--- src/nfci_pkg.sv ---
// Package of types, constants and helpers for the NAND flash command interface.
package nfci_pkg;

   localparam int PAGE_DATA_BYTES = 2048;
   localparam int SPARE_BYTES     = 64;
   localparam int PAGES_PER_BLOCK = 64;
   localparam int BLOCK_COUNT     = 8;
   localparam int PAGE_BYTES      = PAGE_DATA_BYTES + SPARE_BYTES;
   localparam int PAGE_COUNT      = PAGES_PER_BLOCK * BLOCK_COUNT;
   localparam int COL_W           = 12;
   localparam int PREG_AW         = $clog2(PAGE_BYTES);
   localparam int PIDX_W          = $clog2(PAGE_COUNT);
   localparam int PPB_W           = $clog2(PAGES_PER_BLOCK);
   localparam int BLK_W           = $clog2(BLOCK_COUNT) > 0 ? $clog2(BLOCK_COUNT) : 1;
   localparam int STORE_AW        = $clog2(PAGE_COUNT * PAGE_BYTES);
   localparam int QUEUE_DEPTH     = 2;

   localparam logic [39:0] ID_RESET = 40'h589551D3EC;

   localparam logic [1:0] FUNC_READ  = 2'd0;
   localparam logic [1:0] FUNC_WRITE = 2'd1;
   localparam logic [1:0] FUNC_CMD   = 2'd2;
   localparam logic [1:0] FUNC_ADDR  = 2'd3;

   localparam logic [1:0] FAULT_OK      = 2'd0;
   localparam logic [1:0] FAULT_READ    = 2'd1;
   localparam logic [1:0] FAULT_UNKNOWN = 2'd2;

   localparam logic [7:0] CMD_READ0   = 8'h00;
   localparam logic [7:0] CMD_RNDOUT  = 8'h05;
   localparam logic [7:0] CMD_PROG2   = 8'h10;
   localparam logic [7:0] CMD_READ1   = 8'h30;
   localparam logic [7:0] CMD_ERASE1  = 8'h60;
   localparam logic [7:0] CMD_STATUS  = 8'h70;
   localparam logic [7:0] CMD_PROG1   = 8'h80;
   localparam logic [7:0] CMD_ID      = 8'h90;
   localparam logic [7:0] CMD_ERASE2  = 8'hD0;
   localparam logic [7:0] CMD_RNDOUT2 = 8'hE0;
   localparam logic [7:0] CMD_RESET   = 8'hFF;
   localparam logic [7:0] STATUS_RESET = 8'hC0;

   localparam logic [15:0] HIST_READ   = 16'h0030;
   localparam logic [15:0] HIST_RNDOUT = 16'h05E0;
   localparam logic [15:0] HIST_PROG   = 16'h8010;
   localparam logic [15:0] HIST_ERASE  = 16'h60D0;

   typedef struct packed {
      logic [1:0] func;
      logic [7:0] bus_byte;
   } req_type;

   typedef struct packed {
      logic [7:0] read_byte;
      logic [1:0] fault;
   } rsp_type;

   // Item as classified by the front part.
   typedef enum logic [2:0] {
      OP_DIRECT,
      OP_PREG_READ,
      OP_PREG_WRITE,
      OP_LOAD,
      OP_PROGRAM,
      OP_ERASE
   } op_type;

   typedef struct packed {
      op_type             op;
      logic [7:0]         data;
      logic [1:0]         fault;
      logic [PREG_AW-1:0] addr;
      logic [23:0]        row;
   } job_type;

   typedef enum logic [2:0] {
      BS_IDLE,
      BS_RD_WAIT,
      BS_COPY,
      BS_ERASE,
      BS_RESP,
      BS_CLEAR
   } back_state_type;

   // Erased pattern for page byte a: all ones in the data area, the spare pattern in the spare area.
   function automatic logic [7:0] erased_byte(input logic [PREG_AW-1:0] a);
      logic [PREG_AW-1:0] i;
      begin
         i = a - PREG_AW'(PAGE_DATA_BYTES);
         if (a < PREG_AW'(PAGE_DATA_BYTES)) erased_byte = 8'hFF;
         else if (i < PREG_AW'(64) && i[3:0] < 4'd2) erased_byte = 8'hFF;
         else erased_byte = 8'h00;
      end
   endfunction

endpackage

--- src/nfci_front.sv ---
// Front part: command decoding, address capture and classification of each transfer.
module nfci_front (
   input  logic              clock,
   input  logic              reset,
   input  logic              csr_we,
   input  logic [39:0]       csr_wdata,
   input  logic              req_valid,
   output logic              req_ready,
   input  nfci_pkg::req_type req_data,
   output logic              job_valid,
   input  logic              job_ready,
   output nfci_pkg::job_type job
);

   logic [39:0]            id_ff, id_in;
   logic [15:0]            hist_ff, hist_in;
   logic [7:0]             ab_ff [8];
   logic [7:0]             ab_in [8];
   logic [3:0]             acnt_ff, acnt_in;
   logic [11:0]            col_ff, col_in;
   logic [23:0]            row_ff, row_in;
   logic [7:0]             stat_ff, stat_in;
   logic                   fire;
   logic [11:0]            col_new;
   logic [23:0]            row_hi, row_lo;
   logic [5:0]             id_shift;

   assign req_ready = job_ready;
   assign job_valid = req_valid;
   assign fire      = req_valid && job_ready;

   assign col_new  = {ab_ff[1][3:0], ab_ff[0]};
   assign row_hi   = {ab_ff[4], ab_ff[3], ab_ff[2]};
   assign row_lo   = {ab_ff[2], ab_ff[1], ab_ff[0]};
   assign id_shift = {col_ff[2:0], 3'b000};

   // Next state of the command registers and the job that the transfer produces.
   always_comb begin
      logic [7:0] v;
      v       = req_data.bus_byte;
      id_in   = csr_we ? csr_wdata : id_ff;
      hist_in = hist_ff;
      ab_in   = ab_ff;
      acnt_in = acnt_ff;
      col_in  = col_ff;
      row_in  = row_ff;
      stat_in = stat_ff;
      job.op    = nfci_pkg::OP_DIRECT;
      job.data  = 8'h00;
      job.fault = nfci_pkg::FAULT_OK;
      job.addr  = col_ff[nfci_pkg::PREG_AW-1:0];
      job.row   = row_ff;
      unique case (req_data.func)
         nfci_pkg::FUNC_READ: begin
            unique case (hist_ff[7:0])
               nfci_pkg::CMD_STATUS: job.data = stat_ff;
               nfci_pkg::CMD_ID: begin
                  if (col_ff < 12'd5) begin
                     job.data = 8'(id_ff >> id_shift);
                     col_in   = col_ff + 12'd1;
                  end
               end
               nfci_pkg::CMD_READ0, nfci_pkg::CMD_READ1, nfci_pkg::CMD_RNDOUT2: begin
                  if (col_ff < 12'(nfci_pkg::PAGE_BYTES)) begin
                     job.op = nfci_pkg::OP_PREG_READ;
                     col_in = col_ff + 12'd1;
                  end
               end
               default: job.fault = nfci_pkg::FAULT_READ;
            endcase
         end
         nfci_pkg::FUNC_WRITE: begin
            if (col_ff < 12'(nfci_pkg::PAGE_BYTES)) begin
               job.op   = nfci_pkg::OP_PREG_WRITE;
               job.data = v;
               col_in   = col_ff + 12'd1;
            end
         end
         nfci_pkg::FUNC_CMD: begin
            hist_in = {hist_ff[7:0], v};
            unique case (v)
               nfci_pkg::CMD_READ0, nfci_pkg::CMD_RNDOUT, nfci_pkg::CMD_ERASE1,
               nfci_pkg::CMD_ID: begin
                  for (int k = 0; k < 8; k++) ab_in[k] = 8'h00;
                  acnt_in = 4'd0;
               end
               nfci_pkg::CMD_PROG1: begin
                  for (int k = 0; k < 8; k++) ab_in[k] = 8'h00;
                  acnt_in = 4'd0;
                  col_in  = 12'd0;
               end
               nfci_pkg::CMD_RESET: begin
                  for (int k = 0; k < 8; k++) ab_in[k] = 8'h00;
                  acnt_in = 4'd0;
                  hist_in = 16'h0000;
                  col_in  = 12'd0;
                  row_in  = 24'd0;
                  stat_in = nfci_pkg::STATUS_RESET;
               end
               nfci_pkg::CMD_PROG2, nfci_pkg::CMD_READ1, nfci_pkg::CMD_STATUS,
               nfci_pkg::CMD_ERASE2, nfci_pkg::CMD_RNDOUT2: ;
               default: job.fault = nfci_pkg::FAULT_UNKNOWN;
            endcase
            unique case (hist_in)
               nfci_pkg::HIST_READ: begin
                  col_in  = col_new;
                  row_in  = row_hi;
                  job.op  = nfci_pkg::OP_LOAD;
                  job.row = row_hi;
               end
               nfci_pkg::HIST_RNDOUT: col_in = col_new;
               nfci_pkg::HIST_PROG: begin
                  col_in  = col_new;
                  row_in  = row_hi;
                  job.op  = nfci_pkg::OP_PROGRAM;
                  job.row = row_hi;
               end
               nfci_pkg::HIST_ERASE: begin
                  row_in  = row_lo;
                  job.op  = nfci_pkg::OP_ERASE;
                  job.row = row_lo;
               end
               default: ;
            endcase
         end
         default: begin
            if (acnt_ff < 4'd8) begin
               ab_in[acnt_ff[2:0]] = v;
               acnt_in = acnt_ff + 4'd1;
            end
            if (hist_ff[7:0] == nfci_pkg::CMD_ID) col_in = {4'h0, ab_in[0]};
         end
      endcase
   end

   // Command registers advance on each accepted transfer; the ID register takes csr writes.
   always_ff @(posedge clock) begin
      if (reset) begin
         id_ff   <= nfci_pkg::ID_RESET;
         hist_ff <= 16'h0000;
         for (int k = 0; k < 8; k++) ab_ff[k] <= 8'h00;
         acnt_ff <= 4'd0;
         col_ff  <= 12'd0;
         row_ff  <= 24'd0;
         stat_ff <= 8'h00;
      end else begin
         id_ff <= id_in;
         if (fire) begin
            hist_ff <= hist_in;
            ab_ff   <= ab_in;
            acnt_ff <= acnt_in;
            col_ff  <= col_in;
            row_ff  <= row_in;
            stat_ff <= stat_in;
         end
      end
   end

endmodule

--- config.mk ---
export PLATFORM = sky130hd
export DESIGN_NAME = nfci_front
export DESIGN_NICKNAME = d
export VERILOG_FILES = /design/src/nfci_pkg.sv /design/src/nfci_front.sv
export SDC_FILE = /design/constraint.sdc
export NUM_CORES = 1
export LEC_CHECK = 0
export BUFFER_PORTS_ARGS = -buffer_cell sky130_fd_sc_hd__buf_2
export CORE_MARGIN = 1
export CORE_UTILIZATION = 25
export CTS_CLUSTER_SIZE = 12
export DETAILED_ROUTE_END_ITERATION = 12
export GPL_TIMING_DRIVEN = 0
export PLACE_DENSITY = 0.46
export SLEW_MARGIN = 5
export SYNTH_ARGS = -nofsm -noshare
export SYNTH_HDL_FRONTEND = slang
export SYNTH_SLANG_ARGS = --single-unit
--- constraint.sdc ---
create_clock -name clock -period 2.6 [get_ports clock]
set_clock_uncertainty 0.1 [all_clocks]
set_input_delay 0.26 -clock clock [delete_from_list [all_inputs] [get_ports clock]]
set_output_delay 0.26 -clock clock [all_outputs]
set_load 0.02 [all_outputs]
# --- Word-level counts from Yosys, hierarchy flattened ---
# Cells that the tools add are included.
totals:
  out_inout_bits: 51
  regBits: 153
op_classes:
  order_cmp: 5
  n_reduce_logical: 22
  muxes: 33
  addsub: 2
  n_shift: 1
  n_eq_ne: 24
  bitwise_logic: 2
op_table:
  columns: ["operator", "count"]
  rows:
  - ["2-to-1 mux 64 bit", 2]
  - ["case mux 64 bit (2 select lines)", 1]
  - ["case mux 24 bit (2 select lines)", 2]
  - ["bitwise mux 64 bit", 1]
  - ["2-to-1 mux 12 bit", 5]
  - ["equality test 8 bit, second input constant", 7]
  - ["2-to-1 mux 24 bit", 2]
  - [">> shifter 40 x 6 -> 8 bit", 1]
  - ["case mux 12 bit (3 select lines)", 1]
  - ["2-to-1 mux 16 bit", 2]
  - ["case mux 8 bit (2 select lines)", 2]
  - ["demux 8 bit (select 3 bit)", 1]
  - ["equality test 8 x 7 -> 1 bit, second input constant", 3]
  - ["case mux 12 bit (2 select lines)", 1]
  - ["case mux 3 bit (3 select lines)", 2]
  - ["equality test 16 x 11 -> 1 bit, second input constant", 1]
  - ["equality test 16 x 15 -> 1 bit, second input constant", 1]
  - ["equality test 16 bit, second input constant", 1]
  - ["equality test 16 x 6 -> 1 bit, second input constant", 1]
  - ["equality test 8 x 6 -> 1 bit, second input constant", 2]
  - ["logical NOT 8 bit", 2]
  - ["2-to-1 mux 8 bit", 2]
  - ["adder 12 x 1 -> 12 bit, second input constant", 1]
  - ["< comparator 12 bit, second input constant", 1]
  - ["other kinds (34)", 44]

# --- Depth between registers and ports, before layout ---
logic_depth:
  word_depth: 9
  depth_mapped: 9
  mapped_depth_nobuf: 8

# --- Least setup slack after synthesis ---
# OpenSTA, ideal clock, no wires.
synth_path:
  kind: "register to register"
  start: "register col_ff[5]"
  end: "register col_ff[7]"
  t_required_ns: 2.374
  path_buffers: 1
  arrival_time_ns: 2.387
  path_stages_with_launch: 8
  path_slack_ns: -0.013
  path_cell_list: "dfxtp_1 -> or3b_1 -> or4_1 -> o211a_1 -> or3b_1 -> buf_6 -> o41ai_2 -> a21oi_1"
synth_via:
  elab_chain_cells: 4
  elab_cells_between_ends: 9
  cone_classes: "add/sub (1); order compare (2); eq/ne (1); mux (4); reduce/logical (1)"
synth_lines:
  columns: ["item", "line", "rtl"]
  rows:
  - ["from (decl)", "nfci_front.sv:20", "logic [11:0] col_ff, col_in;"]
  - ["from (signal assigned)", "nfci_front.sv:152", "col_ff <= col_in;"]
  - ["adder 12 x 1 -> 12 bit or < comparator 12 bit (tied branches)", null, null]
  - ["2-to-1 mux 12 bit, on equally long branches", "nfci_front.sv:64, nfci_front.sv:73, nfci_front.sv:58", null]
  - ["case mux 12 bit (2 select lines)", "nfci_front.sv:55", "unique case (hist_ff[7:0])"]
  - ["case mux 12 bit (3 select lines)", "nfci_front.sv:53", "unique case (req_data.func)"]
# Several ways; a longest one is shown, not always the timed one. The select of a mux whose other input is x is not followed.
# A chain may end at the register's enable or synchronous reset.

==> qor.txt <==
Design Area, Final -> 0.00977 mm2
VDD IR max -> 0.000460 V
WL/cell -> 20.7 um
Post-Syn Nets -> 843
Post-Syn Area -> 0.00677 mm2
dpl cells -> 1,219
status -> finished with violations
CP endpoint kind -> output port
final non-filler cell total -> 1,316
library cells used by synthesis -> 70
Slowest cell on crit path -> or4_4
Initial Util -> 25.8%
register area share after synthesis -> 38.1%
Final Hold Vio Count -> 0
Ports -> 106
Post-Synthesis Cells -> 785
clk sink count -> 129
CTS clk-pin slew, worst paths -> 0.06 ns
Placed Area -> 0.00769 mm2
Slew Limit Headroom -> 26.7%
Die Ht -> 167 um
Slew Viols, Final -> 0
grt total ovfl -> 0
post-layout util -> 37.2%
critical path, cell by cell -> or4_4 > nor4_4 > and3_1 > buf_6 > buf_12 > a22oi_2 > a21oi_2 > buf_4
commonest non-fill, non-tap cell in the layout -> dfxtp_1
number of flops mapped to enable cells by yosys -> 0
fraction of registers with async set/reset -> 0%
Num CTS Buffers -> 17
Site Rows -> 59
most frequent cells in the layout -> dfxtp_1 (115), nor2_1 (81), buf_2 (67)
setup ws final -> -0.275 ns
first-pass GRT wire length -> 41,100 um
Core ar. -> 0.0263 mm2
DIE WIDTH -> 167 um
Clock Latency Late Sink -> 0.43 ns
largest net degree at the start of global routing -> 17
critical path class -> reg2out
setup violators final -> 33
CP top delay family -> simple AND/OR/NAND/NOR gates
worst-margin pin slew -> 1.10 ns
Final ANT Viol Nets -> 0
Critical Path RT -> 2.24 ns
fmax -> 0.348 GHz
Synthesis Warnings -> 0
Avg Inst Size Synth -> 8.63 um2
CP peak stage delay -> 0.55 ns
routed vias/inst -> 5.42
DRT iter0 DRCs -> 583
Pre-antenna DRT Iters -> 9
Crit Path Max Fanout -> 10
antenna violations before repair -> 0
PortBufs -> 99
CTS H-tree lvls -> 4
unrepaired setup endpoints after global routing -> yes
Die ar. -> 0.0278 mm2
vias -> 7,128
failing checks -> design-rule violations, negative setup slack
hpwl dp -> 19,200 um
share of cells above drive strength 1 -> 32.2%
clock buffer depth -> 2
final wirelength -> 27,300 um
Nets -> 1,026
register bit total from synthesis -> 129
Tmin final -> 2.88 ns
Bufs and invs on worst path -> 3
GRT Overall Usage -> 19.4%
# diodes -> 0
CTS tree -> yes
number of max-cap violations -> 0
Top FF cell, synth -> dfxtp_1
fin crit share -> 111%
crit path launch type -> flip-flop
vias in the first global route -> 6,652
Min-Delay Path Class -> in2reg
power density cells -> 526 mW/mm2
P&R area growth vs syn -> 44.3%
Root Driver -> clkbuf_16
gpl congestion -> 0.873
Post-route DRC -> 5
Leak Pwr -> 3.60 nW
critical path data arrival time -> 2.52 ns
-- routing by layer --
metal	vias to the layer above	track usage [%]	part of all wire, %
li1	3363	-	-
met1	3497	27.0	47
met2	235	30.5	47
met3	33	3.30	4.5
met4	0	5.76	1.9
met5	-	0	0
-- stage by stage --
stage	setup TNS [ns]	worst slack [ns]	power, W	hold WS (ns)
6_report	-5.86	-0.275	0.00514	0.00939
3_5_place_dp	-57.48	-1.21	0.00262	0.357
3_3_place_gp	-61.06	-1.26	0.00262	0.352
4_1_cts	-9.28	-0.392	0.00514	0.00164
2_1_floorplan	0	0.0118	0.00242	0.288
5_1_grt	-7.77	-0.312	0.00532	0.0197
-- tightest hold or removal path: cells and delay by family --
family        cells  cell delay, ns
simple gates      1            0.07
buf+inv           1            0.10
mux               1            0.07
-- flip-flops by register name, indices dropped and copies added, names as in the netlist --
name and count:
col_ff 12, row_ff 24, id_ff 40, ab_ff 40, stat_ff 1, acnt_ff 4, hist_ff 8
-- path summary, 6_finish.rpt --
| kind | from | end | slack [ns] | depth (start not counted) |
|---|---|---|---|---|
| max | hist_ff[2] | job[3] | -0.28 | 8 |
| min | csr_wdata[34] | id_ff[34] | 0.009 | 3 |
| max reg2reg | col_ff[11] | col_ff[1] | 0.02 | 6 |
| min reg2reg | id_ff[26] | id_ff[26] | 0.37 | 2 |
-- logic make-up after synthesis --
group / Yosys count / synth area share (%)
multiplexers: 53 / 9.31
AO/OA/AOI/OAI: 254 / 26.9
adder cells (fa/ha/maj): 3 / 0.554
buffers and inverters: 81 / 4.88
AND/OR/NAND/NOR: 262 / 19.8
flip-flops: 129 / 38.1
XOR/XNOR: 3 / 0.388
-- synth_stat cells (all sizes together) (4+ instances only) --
master / n / area [um2]
dfxtp: 129 / 2580
nor2: 86 / 330
and2: 5 / 31.3
nor3: 16 / 85.1
mux2i: 45 / 450
o21a: 5 / 37.5
o22ai: 4 / 25.0
nand4: 8 / 50.1
nand3b: 4 / 30.0
or4: 7 / 56.3
clkbuf: 49 / 184
a21oi: 60 / 300
buf: 21 / 105
o211ai: 28 / 210
inv: 10 / 37.5
nand2: 65 / 244
a32o: 7 / 70.1
a22oi: 42 / 315
a211oi: 4 / 30.0
o31ai: 7 / 52.6
o41ai: 25 / 226
a22o: 28 / 245
mux4: 8 / 180
nor4: 11 / 96.3
nand3: 18 / 90.1
o21ai: 20 / 100
nor2b: 11 / 68.8
nor3b: 7 / 62.6
-- cell type report --
cell class	count	area, um2
repair buffers	170	1330
multi-input cells	575	4370
well taps	335	419
plain buffers	64	403
clock buffers	18	429
fillers	2719	16500
inverters	11	41.3
flip-flops and latches	129	2630
clock inverters	14	156
-- repair_timing --
action                                  4_1_cts  5_1_grt
cloned                                        2        1
endpoints found under the hold margin        37        0
hold buffers                                 37        0
pin swaps                                    42       33
endpoints found under the setup margin       71       81
gates resized for setup                     164       94
buffers inserted                             19       12
-- power by group --
group / leakage, nW / switching, W / internal [W]
registers: 1.06 / 0.0000355 / 0.00202
logic: 2.25 / 0.000381 / 0.000254
clock network: 0.291 / 0.00102 / 0.00143
(Power assumes the default switching activity.)
