## config.mk

```make
export PLATFORM = sky130hd
export DESIGN_NAME = nfci_queue
export DESIGN_NICKNAME = d
export VERILOG_FILES = /design/src/nfci_pkg.sv /design/src/nfci_queue.sv
export SDC_FILE = /design/constraint.sdc
export NUM_CORES = 1
export LEC_CHECK = 0
export BUFFER_PORTS_ARGS = -buffer_cell sky130_fd_sc_hd__buf_4
export CORE_UTILIZATION = 30
export DETAILED_ROUTE_END_ITERATION = 16
export PLACE_DENSITY = 0.61
export SYNTH_ARGS = -nofsm -noshare
export SYNTH_HDL_FRONTEND = slang
export SYNTH_SLANG_ARGS = --single-unit
export TNS_END_PERCENT = 10
```

## constraint.sdc

```tcl
create_clock -name clock -period 3.87 [get_ports clock]
set_input_delay 1.161 -clock clock [delete_from_list [all_inputs] [get_ports clock]]
set_output_delay 1.161 -clock clock [all_outputs]
set_load 0.005 [all_outputs]
```

## src/nfci_pkg.sv

```systemverilog
// Package of types, constants and helpers for the NAND flash command interface.
package nfci_pkg;

   localparam int PAGE_DATA_BYTES = 2048;
   localparam int SPARE_BYTES     = 64;
   localparam int PAGES_PER_BLOCK = 64;
   localparam int BLOCK_COUNT     = 8;
   localparam int PAGE_BYTES      = PAGE_DATA_BYTES + SPARE_BYTES;
   localparam int PAGE_COUNT      = PAGES_PER_BLOCK * BLOCK_COUNT;
   localparam int COL_W           = 12;
   localparam int PREG_AW         = $clog2(PAGE_BYTES);
   localparam int PIDX_W          = $clog2(PAGE_COUNT);
   localparam int PPB_W           = $clog2(PAGES_PER_BLOCK);
   localparam int BLK_W           = $clog2(BLOCK_COUNT) > 0 ? $clog2(BLOCK_COUNT) : 1;
   localparam int STORE_AW        = $clog2(PAGE_COUNT * PAGE_BYTES);
   localparam int QUEUE_DEPTH     = 2;

   localparam logic [39:0] ID_RESET = 40'h589551D3EC;

   localparam logic [1:0] FUNC_READ  = 2'd0;
   localparam logic [1:0] FUNC_WRITE = 2'd1;
   localparam logic [1:0] FUNC_CMD   = 2'd2;
   localparam logic [1:0] FUNC_ADDR  = 2'd3;

   localparam logic [1:0] FAULT_OK      = 2'd0;
   localparam logic [1:0] FAULT_READ    = 2'd1;
   localparam logic [1:0] FAULT_UNKNOWN = 2'd2;

   localparam logic [7:0] CMD_READ0   = 8'h00;
   localparam logic [7:0] CMD_RNDOUT  = 8'h05;
   localparam logic [7:0] CMD_PROG2   = 8'h10;
   localparam logic [7:0] CMD_READ1   = 8'h30;
   localparam logic [7:0] CMD_ERASE1  = 8'h60;
   localparam logic [7:0] CMD_STATUS  = 8'h70;
   localparam logic [7:0] CMD_PROG1   = 8'h80;
   localparam logic [7:0] CMD_ID      = 8'h90;
   localparam logic [7:0] CMD_ERASE2  = 8'hD0;
   localparam logic [7:0] CMD_RNDOUT2 = 8'hE0;
   localparam logic [7:0] CMD_RESET   = 8'hFF;
   localparam logic [7:0] STATUS_RESET = 8'hC0;

   localparam logic [15:0] HIST_READ   = 16'h0030;
   localparam logic [15:0] HIST_RNDOUT = 16'h05E0;
   localparam logic [15:0] HIST_PROG   = 16'h8010;
   localparam logic [15:0] HIST_ERASE  = 16'h60D0;

   typedef struct packed {
      logic [1:0] func;
      logic [7:0] bus_byte;
   } req_type;

   typedef struct packed {
      logic [7:0] read_byte;
      logic [1:0] fault;
   } rsp_type;

   // Item as classified by the front part.
   typedef enum logic [2:0] {
      OP_DIRECT,
      OP_PREG_READ,
      OP_PREG_WRITE,
      OP_LOAD,
      OP_PROGRAM,
      OP_ERASE
   } op_type;

   typedef struct packed {
      op_type             op;
      logic [7:0]         data;
      logic [1:0]         fault;
      logic [PREG_AW-1:0] addr;
      logic [23:0]        row;
   } job_type;

   typedef enum logic [2:0] {
      BS_IDLE,
      BS_RD_WAIT,
      BS_COPY,
      BS_ERASE,
      BS_RESP,
      BS_CLEAR
   } back_state_type;

   // Erased pattern for page byte a: all ones in the data area, the spare pattern in the spare area.
   function automatic logic [7:0] erased_byte(input logic [PREG_AW-1:0] a);
      logic [PREG_AW-1:0] i;
      begin
         i = a - PREG_AW'(PAGE_DATA_BYTES);
         if (a < PREG_AW'(PAGE_DATA_BYTES)) erased_byte = 8'hFF;
         else if (i < PREG_AW'(64) && i[3:0] < 4'd2) erased_byte = 8'hFF;
         else erased_byte = 8'h00;
      end
   endfunction

endpackage

```

## src/nfci_queue.sv

```systemverilog
// Short job queue between the front and back parts.
module nfci_queue (
   input  logic              clock,
   input  logic              reset,
   input  logic              in_valid,
   output logic              in_ready,
   input  nfci_pkg::job_type in_job,
   output logic              out_valid,
   input  logic              out_ready,
   output nfci_pkg::job_type out_job
);

   nfci_pkg::job_type mem_ff [nfci_pkg::QUEUE_DEPTH];
   logic       wp_ff, wp_in, rp_ff, rp_in;
   logic [1:0] cnt_ff, cnt_in;
   logic       push, pop;

   assign in_ready  = cnt_ff != 2'(nfci_pkg::QUEUE_DEPTH);
   assign out_valid = cnt_ff != 2'd0;
   assign out_job   = mem_ff[rp_ff];
   assign push      = in_valid && in_ready;
   assign pop       = out_valid && out_ready;

   // Pointer and fill count update.
   always_comb begin
      wp_in  = push ? ~wp_ff : wp_ff;
      rp_in  = pop ? ~rp_ff : rp_ff;
      cnt_in = cnt_ff + 2'(push) - 2'(pop);
   end

   always_ff @(posedge clock) begin
      if (reset) begin
         wp_ff  <= 1'b0;
         rp_ff  <= 1'b0;
         cnt_ff <= 2'd0;
      end else begin
         wp_ff  <= wp_in;
         rp_ff  <= rp_in;
         cnt_ff <= cnt_in;
      end
   end

   // Entry storage.
   always_ff @(posedge clock) begin
      if (push) mem_ff[wp_ff] <= in_job;
   end

endmodule

```

Yosys cells after proc, flatten, opt, wreduce, memory -nomap -nowiden
Memory sizes are Yosys's and may differ from the RTL's. A register that Yosys moved wholly into a read port is not among the register bits.
Cells that the tools add are included.
{"block": "word_totals", "register_bits": 4, "mem_bits_rw": 98, "inputBits": 53, "output_inout_bits": 51, "mem_count": 1}
{"name": "mem_ff", "depth": 2, "width": 49, "rd": 1, "rd_ports_with_merged_regs": 1, "wr": 1, "line_no": "nfci_queue.sv:13", "text": "nfci_pkg::job_type mem_ff [nfci_pkg::QUEUE_DEPTH];"}
{"block": "classes", "add_sub_neg": 2, "n_eq_ne": 1, "n_mux": 4, "bitwise": 2, "reduce_logical": 3}
{"op": "2-to-1 mux 1 bit", "n": 4}
{"op": "adder 2 x 1 -> 2 bit", "n": 1}
{"op": "logical AND 1 bit", "n": 2}
{"op": "!= test 2 bit, second input constant", "n": 1}
{"op": "NOT 1 bit", "n": 2}
{"op": "nonzero test 2 bit", "n": 1}
{"op": "subtractor 2 x 1 -> 2 bit", "n": 1}

Depth between registers and ports, before layout
Gate-level depths: netlist (run 1).
{"block": "depth", "ltp_word": 4, "ltp_mapped": 8, "ltp_nobuf": 8}

Worst setup path before layout (run 1)
OpenSTA, ideal clock, no wires.
{"block": "synth_timing", "path_type": "input to register", "start": "input port in_valid", "end": "memory mem_ff[0][0] (netlist name), enable pin", "setup_ps": 456, "arrival_time_ps": 3300, "setup_slack_ps": 114, "stages": 2, "path_buffers": 0, "path_cell_list": "nand2_1 nor2_1"}
{"block": "synth_between", "elab_chain_cells": 3}
{"element": "start: declaration", "line_no": "nfci_queue.sv:5", "text": "input logic in_valid,"}
{"element": "logical AND 1 bit", "line_no": "nfci_queue.sv:21", "text": "assign push = in_valid && in_ready;"}
{"element": "2-to-1 mux 1 bit", "line_no": "nfci_queue.sv:45", "text": "if (push) mem_ff[wp_ff] <= in_job;"}
{"element": "2-to-1 mux 1 bit (implied by the code)", "line_no": "nfci_queue.sv:45"}
{"element": "end: declaration", "line_no": "nfci_queue.sv:13"}
Every way passes these cells.

==> run summary, run 1 <==
Hold Slack - 0.510 ns
Post-DP Area - 0.00480 sq mm
DR vias/cell - 4.09
Initial antenna violation count - 0
Unrepaired setup endpoints after global routing - false
Die height - 115 microns
YS warnings - 0
Pin count of the biggest net entering global routing - 50
Sequential-to-total area share from yosys stat - 79.8%
Setup tns final - 0 ns
Vias - 1884
Mapped Nets - 231
CP startpoint kind - flip-flop
Tightest Hold Check Type - reg2reg
Fill count - 1134
Fin crit period - 3.06 ns
Routed WL per cell - 14.4 microns
First-pass GRT wire length - 9700 microns
Critical path peak fanout - 26
Count of cell types in the netlist - 18
DRT Wirelength - 6620 microns
Arr. time, crit path - 1.90 ns
Ant. Diodes - 0
Hold buffer count at CTS - 0
Width of the die - 115 microns
Avg Inst Size Synth - 21.7 sq um
Drt first pass iters - 3
Max Cap Violations - 0
DP HPWL - 4260 microns
Max Slew Vio Count - 0
Dpl cells - 445
Root buffer cell - clkbuf_16
CTS Buffer Depth - 2
Buffers on Ports - 103
Die ar. - 0.0132 sq mm
Number of global-route vias before repair - 1960
Final Setup Violations - 0
VDD IR max - 0.202 mV
Relative max-transition margin - 54.8%
Final ANT Viol Nets - 0
Post-route DRC - 0
Gr usage total - 10.3%
Area delta synth->final - 33.5%
Initial Utilization - 31.2%
Clock sinks - 103
Post-Route Utilization - 41.6%
Clk Latency, worst-skew pair - 0.34 ns
Final clock period utilization by the worst path - 79.0%
Total gr overflow - 0
TritonCTS clock tree - yes
CP endpoint kind - output pin
Post-Synthesis Cells - 176
Status - finished, final reports clean
Reg area - 0.00304 sq mm
Final instance area - 0.00509 sq mm
Clock-pin slew on the worst setup and hold paths - 0.07 ns
Multi-input gate area - 724 sq um
Worst endpoint required time - 2.71 ns
Crit path kind - reg2out
Area of the core - 0.0122 sq mm
Final hold vios - 0
Starting DRT DRC Count - 82
Gates resized, CTS repair - 0
Synth Cell Area - 0.00381 sq mm
Setup Skew - 0.00664 ns
Fmax - 327 MHz
Pwr dens - 609 mW/mm^2
Post-CTS Setup Inserts - 0
I/O pins - 104
CTS buffer count - 9
Static Leakage - 1.89 nW
Layout net count - 343
H-Tree Depth - 3
Row count - 40
Final GP Congestion - 0.668
Number of synthesized register bits - 103
Non-Filler Instances - 461
Slew @ Worst Pin - 0.679 ns
Share of layout cells above drive strength 1 - 59.0%
## per-stage QoR
step | total power [W] | setup WS, ns
after floorplan | 0.00190 | 0.114
after global placement | 0.00227 | 1.15
after detailed placement | 0.00228 | 1.13
after CTS | 0.00315 | 0.754
after global routing | 0.00325 | 0.707
final | 0.00310 | 0.811
## placed cells by master, fill, tap and decap left out
master and n:
inv_1 1, buf_12 2, dfxtp_1 4, and3_2 1, nand2b_2 1, dfxtp_2 1, buf_4 104, clkbuf_16 9
mux2_4 10, mux2_2 40, clkinvlp_4 1, clkinv_1 1, edfxtp_1 98, nor2_1 4, nand2_1 1, clkinv_2 1
ha_1 2, nor2_4 1, clkbuf_1 3, o21a_1 1, xor2_1 1, or2_2 1, nor2b_1 2, xnor2_1 2
bufinv_16 1
## cell type report
type                    count  area share [%]
repair buffers            106            16.1
well taps                 168            4.13
flip-flops and latches    103            59.9
inverters                   1          0.0738
clock buffers              12            4.65
multi-input cells          67            14.2
clock inverters             4           0.910
## cells in the mapped netlist (all sizes together)
cell | instances | share of area, %
xnor2 | 2 | 0.46
nand2 | 1 | 0.098
nor2 | 5 | 0.49
or2 | 1 | 0.16
ha | 2 | 0.66
mux2 | 50 | 16
edfxtp | 98 | 77
o21a | 1 | 0.20
nor2b | 2 | 0.33
nand2b | 1 | 0.23
and3 | 1 | 0.16
inv | 1 | 0.098
buf | 5 | 1.3
xor2 | 1 | 0.23
dfxtp | 5 | 2.6
## logic make-up after synthesis
family          after synthesis  share of synthesized area (%)
flops                       103                           79.8
fa+ha+maj                     2                          0.656
compound gates                1                          0.197
mux                          50                           15.8
simple gates                 11                           1.48
buf+inv                       6                           1.38
xor+xnor                      3                          0.690
## routing by layer
layer  GRT usage [%]  up-vias  routed length (microns)
li1                -      907                        -
met4            4.16        0                       87
met3            4.45        8                      514
met2            16.2       70                     3130
met1            12.4      899                     2890
met5               0        -                        0
## state kept, by name, summed over array words and instances, names as in the netlist, named ones only
| name | cells |
|---|---|
| mem_ff | 98 |
| cnt_ff | 2 |
| rp_ff | 1 |
| wp_ff | 1 |
## worst max-delay path: stages (launching register included)
cell,delay (ns)
dfxtp_2,0.74
buf_12,0.29
mux2_2,0.37
buf_4,0.14
## worst paths after layout
| check | cells past startpoint | start | to | slack, ns |
|---|---|---|---|---|
| hold reg to reg | 2 | rp_ff | flip-flop | 0.51 |
| hold / removal | 2 | rp_ff | flip-flop | 0.51 |
| setup / recovery | 3 | flip-flop | out_job[34] | 0.81 |
| setup reg to reg | 4 | cnt_ff[0] | mem_ff[0][22] | 2.22 |
## power by group
| group | leakage (nW) | switching, W | internal, W | total [W] |
|---|---|---|---|---|
| Sequential | 0.957 | 0.0000728 | 0.00140 | 0.00147 |
| Clock | 0.134 | 0.000365 | 0.000499 | 0.000864 |
| Combinational | 0.802 | 0.000300 | 0.000462 | 0.000761 |
| Total | 1.89 | 0.000738 | 0.00236 | 0.00310 |
(Power assumes the default switching activity.)
==> inputs of run 2 (changes only) <==
ABC_AREA = 1   (was not set)
PLACE_DENSITY = 0.6   (was 0.61)
clock period = 3.1 ns   (was 3.87 ns; I/O delays follow)
==> run summary, run 2 <==
Status - finished, final reports clean
Final ANT Viol Nets - 0
Hold buffer count at CTS - 0
Slew @ Worst Pin - 0.483 ns
Post-Synthesis Cells - 189
XOR/XNOR share of the synthesized area - 0%
Drt first pass iters - 4
Die height - 115 microns
Reg area - 0.00304 sq mm
DR vias/cell - 4.14
Count leader, synth - edfxtp_1
Clock sinks - 103
Root buffer cell - clkbuf_16
Post-Route Utilization - 42.3%
Worst endpoint required time - 2.17 ns
CTS buffer count - 9
Critical path peak fanout - 33
Starting DRT DRC Count - 65
TritonCTS clock tree - yes
Number of synthesized flops with an enable pin - 98
Static Leakage - 1.95 nW
Clock-pin slew on the worst setup and hold paths - 0.06 ns
Setup tns final - 0 ns
Area of the core - 0.0122 sq mm
Top post-synthesis cells by area - edfxtp_1 (77%), mux2_2 (11%), mux2_4 (3.9%)
Max reg flops - 98
DP HPWL - 4410 microns
Fill count - 1136
Number of synthesized register bits - 103
Unrepaired setup endpoints after global routing - false
Synth Cell Area - 0.00382 sq mm
Final GP Congestion - 0.697
Ant. Diodes - 0
Mapped Nets - 244
Place WS - 0.942 ns
Final Setup Violations - 0
Crit path kind - reg2out
Ys async rst share - 0%
Clk Latency, worst-skew pair - 0.33 ns
Initial antenna violation count - 0
Reg2reg start - cnt_ff[0]
Initial Utilization - 31.3%
Worst Hold Launch - rp_ff
Top_reg_cell synth - edfxtp_1
CP endpoint kind - output pin
Reg2Reg Depth - 5
Total gr overflow - 0
Post-synthesis mux area share - 15.4%
Layout net count - 358
First-pass GRT wire length - 9970 microns
Fin crit period - 2.41 ns
Max Slew Vio Count - 0
Synth top area share - 76.9%
Multi-input gate area - 711 sq um
Reg-to-reg slack, setup - 1.48 ns
Post-synthesis compound-gate area fraction - 0.262%
Most frequent cells in the layout - buf_4 (105), edfxtp_1 (98), mux2_2 (39)
Top Registers - mem_ff x98, cnt_ff x2
Commonest non-fill, non-tap cell in the layout - buf_4
Post-CTS Setup Inserts - 0
Fmax - 415 MHz
Tightest Hold Check Type - reg2reg
I/O pins - 104
VDD IR max - 0.423 mV
DRT Wirelength - 6550 microns
Relative max-transition margin - 67.7%
Hold Path Cell Cnt - 2
R2R Path End - mem_ff[1][8]
Setup Skew - 0.00574 ns
Count of cell types in the netlist - 13
Main combinational cell family by area after synthesis - multiplexers
Gr usage total - 10.4%
Post-Synth Adder-Cell Area - 0.654%
Post-DP Area - 0.00484 sq mm
Die ar. - 0.0132 sq mm
Final hold vios - 0
Setup WS post-layout - 0.692 ns
Final instance area - 0.00516 sq mm
Buffers on Ports - 103
Pin count of the biggest net entering global routing - 34
CTS Buffer Depth - 2
Post-route DRC - 0
Arr. time, crit path - 1.48 ns
CP startpoint kind - flip-flop
Area delta synth->final - 34.9%
Routed WL per cell - 13.8 microns
Row count - 40
Final clock period utilization by the worst path - 77.7%
Number of global-route vias before repair - 2065
Simple-gate area share of the yosys netlist - 2.06%
H-Tree Depth - 3
Share of layout cells above drive strength 1 - 56.2%
YS warnings - 0
Vias - 1969
Top cells by count, synth - edfxtp_1 (98), mux2_2 (39), mux2_4 (10), nor2_1 (9)
Width of the die - 115 microns
Pwr dens - 773 mW/mm^2
Avg Inst Size Synth - 20.2 sq um
Gates resized, CTS repair - 0
Sequential-to-total area share from yosys stat - 79.6%
Post-synth top area cell - edfxtp_1
Most flop-heavy register - mem_ff
WHS Endpoint - rp_ff
Max Cap Violations - 0
-- run 2: cell count changes after synthesis, sizes merged, moves of 2 or more --
cell / delta
nand2: +7
nor2: +4
xnor2: -2
nor2b: -2
a21oi: +2
inv: +7
nand3: +3
-- run 2: stage by stage --
stage	power (W)	hold slack [ns]	std cells
floorplan	0.00237	0.467	189
global placement	0.00286	0.485	460
global route	0.00419	0.568	476
finish	0.00399	0.509	476
detailed placement	0.00287	0.487	460
CTS	0.00406	0.513	476
-- run 2: kinds of logic (layout without fill, tap and decap cells) --
group           after synthesis  after routing
simple gates                 20             20
compound gates                2              2
flops                       103            103
buf+inv                      13            132
fa+ha+maj                     2              2
mux                          49             49
-- run 2: layout make-up --
type / count / share of cell area [%]
clock buffers: 13 / 4.85
clock inverters: 3 / 1.31
inverters: 8 / 0.582
multi-input cells: 73 / 13.8
flip-flops and latches: 103 / 59.0
well taps: 168 / 4.07
repair buffers: 108 / 16.4
-- run 2: where the power goes --
part	switching, W	leakage, nW	internal [W]
logic	0.000428	0.845	0.000566
registers	0.0000535	0.957	0.00176
clock network	0.000450	0.150	0.000730
-- run 2: how the worst max path moves through the flow --
stage / slack [ns] / depth (start not counted) / from / endpoint
after CTS: 0.66 / 3 / flip-flop / out_job[18]
after floorplan: 0.40 / 2 / in_valid / mem_ff[0][0]
after global placement: 0.96 / 4 / in_valid / mem_ff[1][44]
after global routing: 0.63 / 3 / flip-flop / out_job[18]
after detailed placement: 0.94 / 4 / in_valid / mem_ff[1][43]
final: 0.69 / 3 / flip-flop / out_job[18]
-- run 2: worst max-delay path, stage by stage, from the launching register on --
cell and delay [ns]:
dfxtp_2 0.38, buf_12 0.23, mux2_2 0.38, buf_4 0.14
-- run 2: routing by layer --
metal	track usage [%]	up-vias	wire length (microns)
met5	0	-	0
met4	4.16	0	97
met3	4.01	9	401
met2	18.3	61	3420
met1	11.1	952	2640
li1	-	947	-
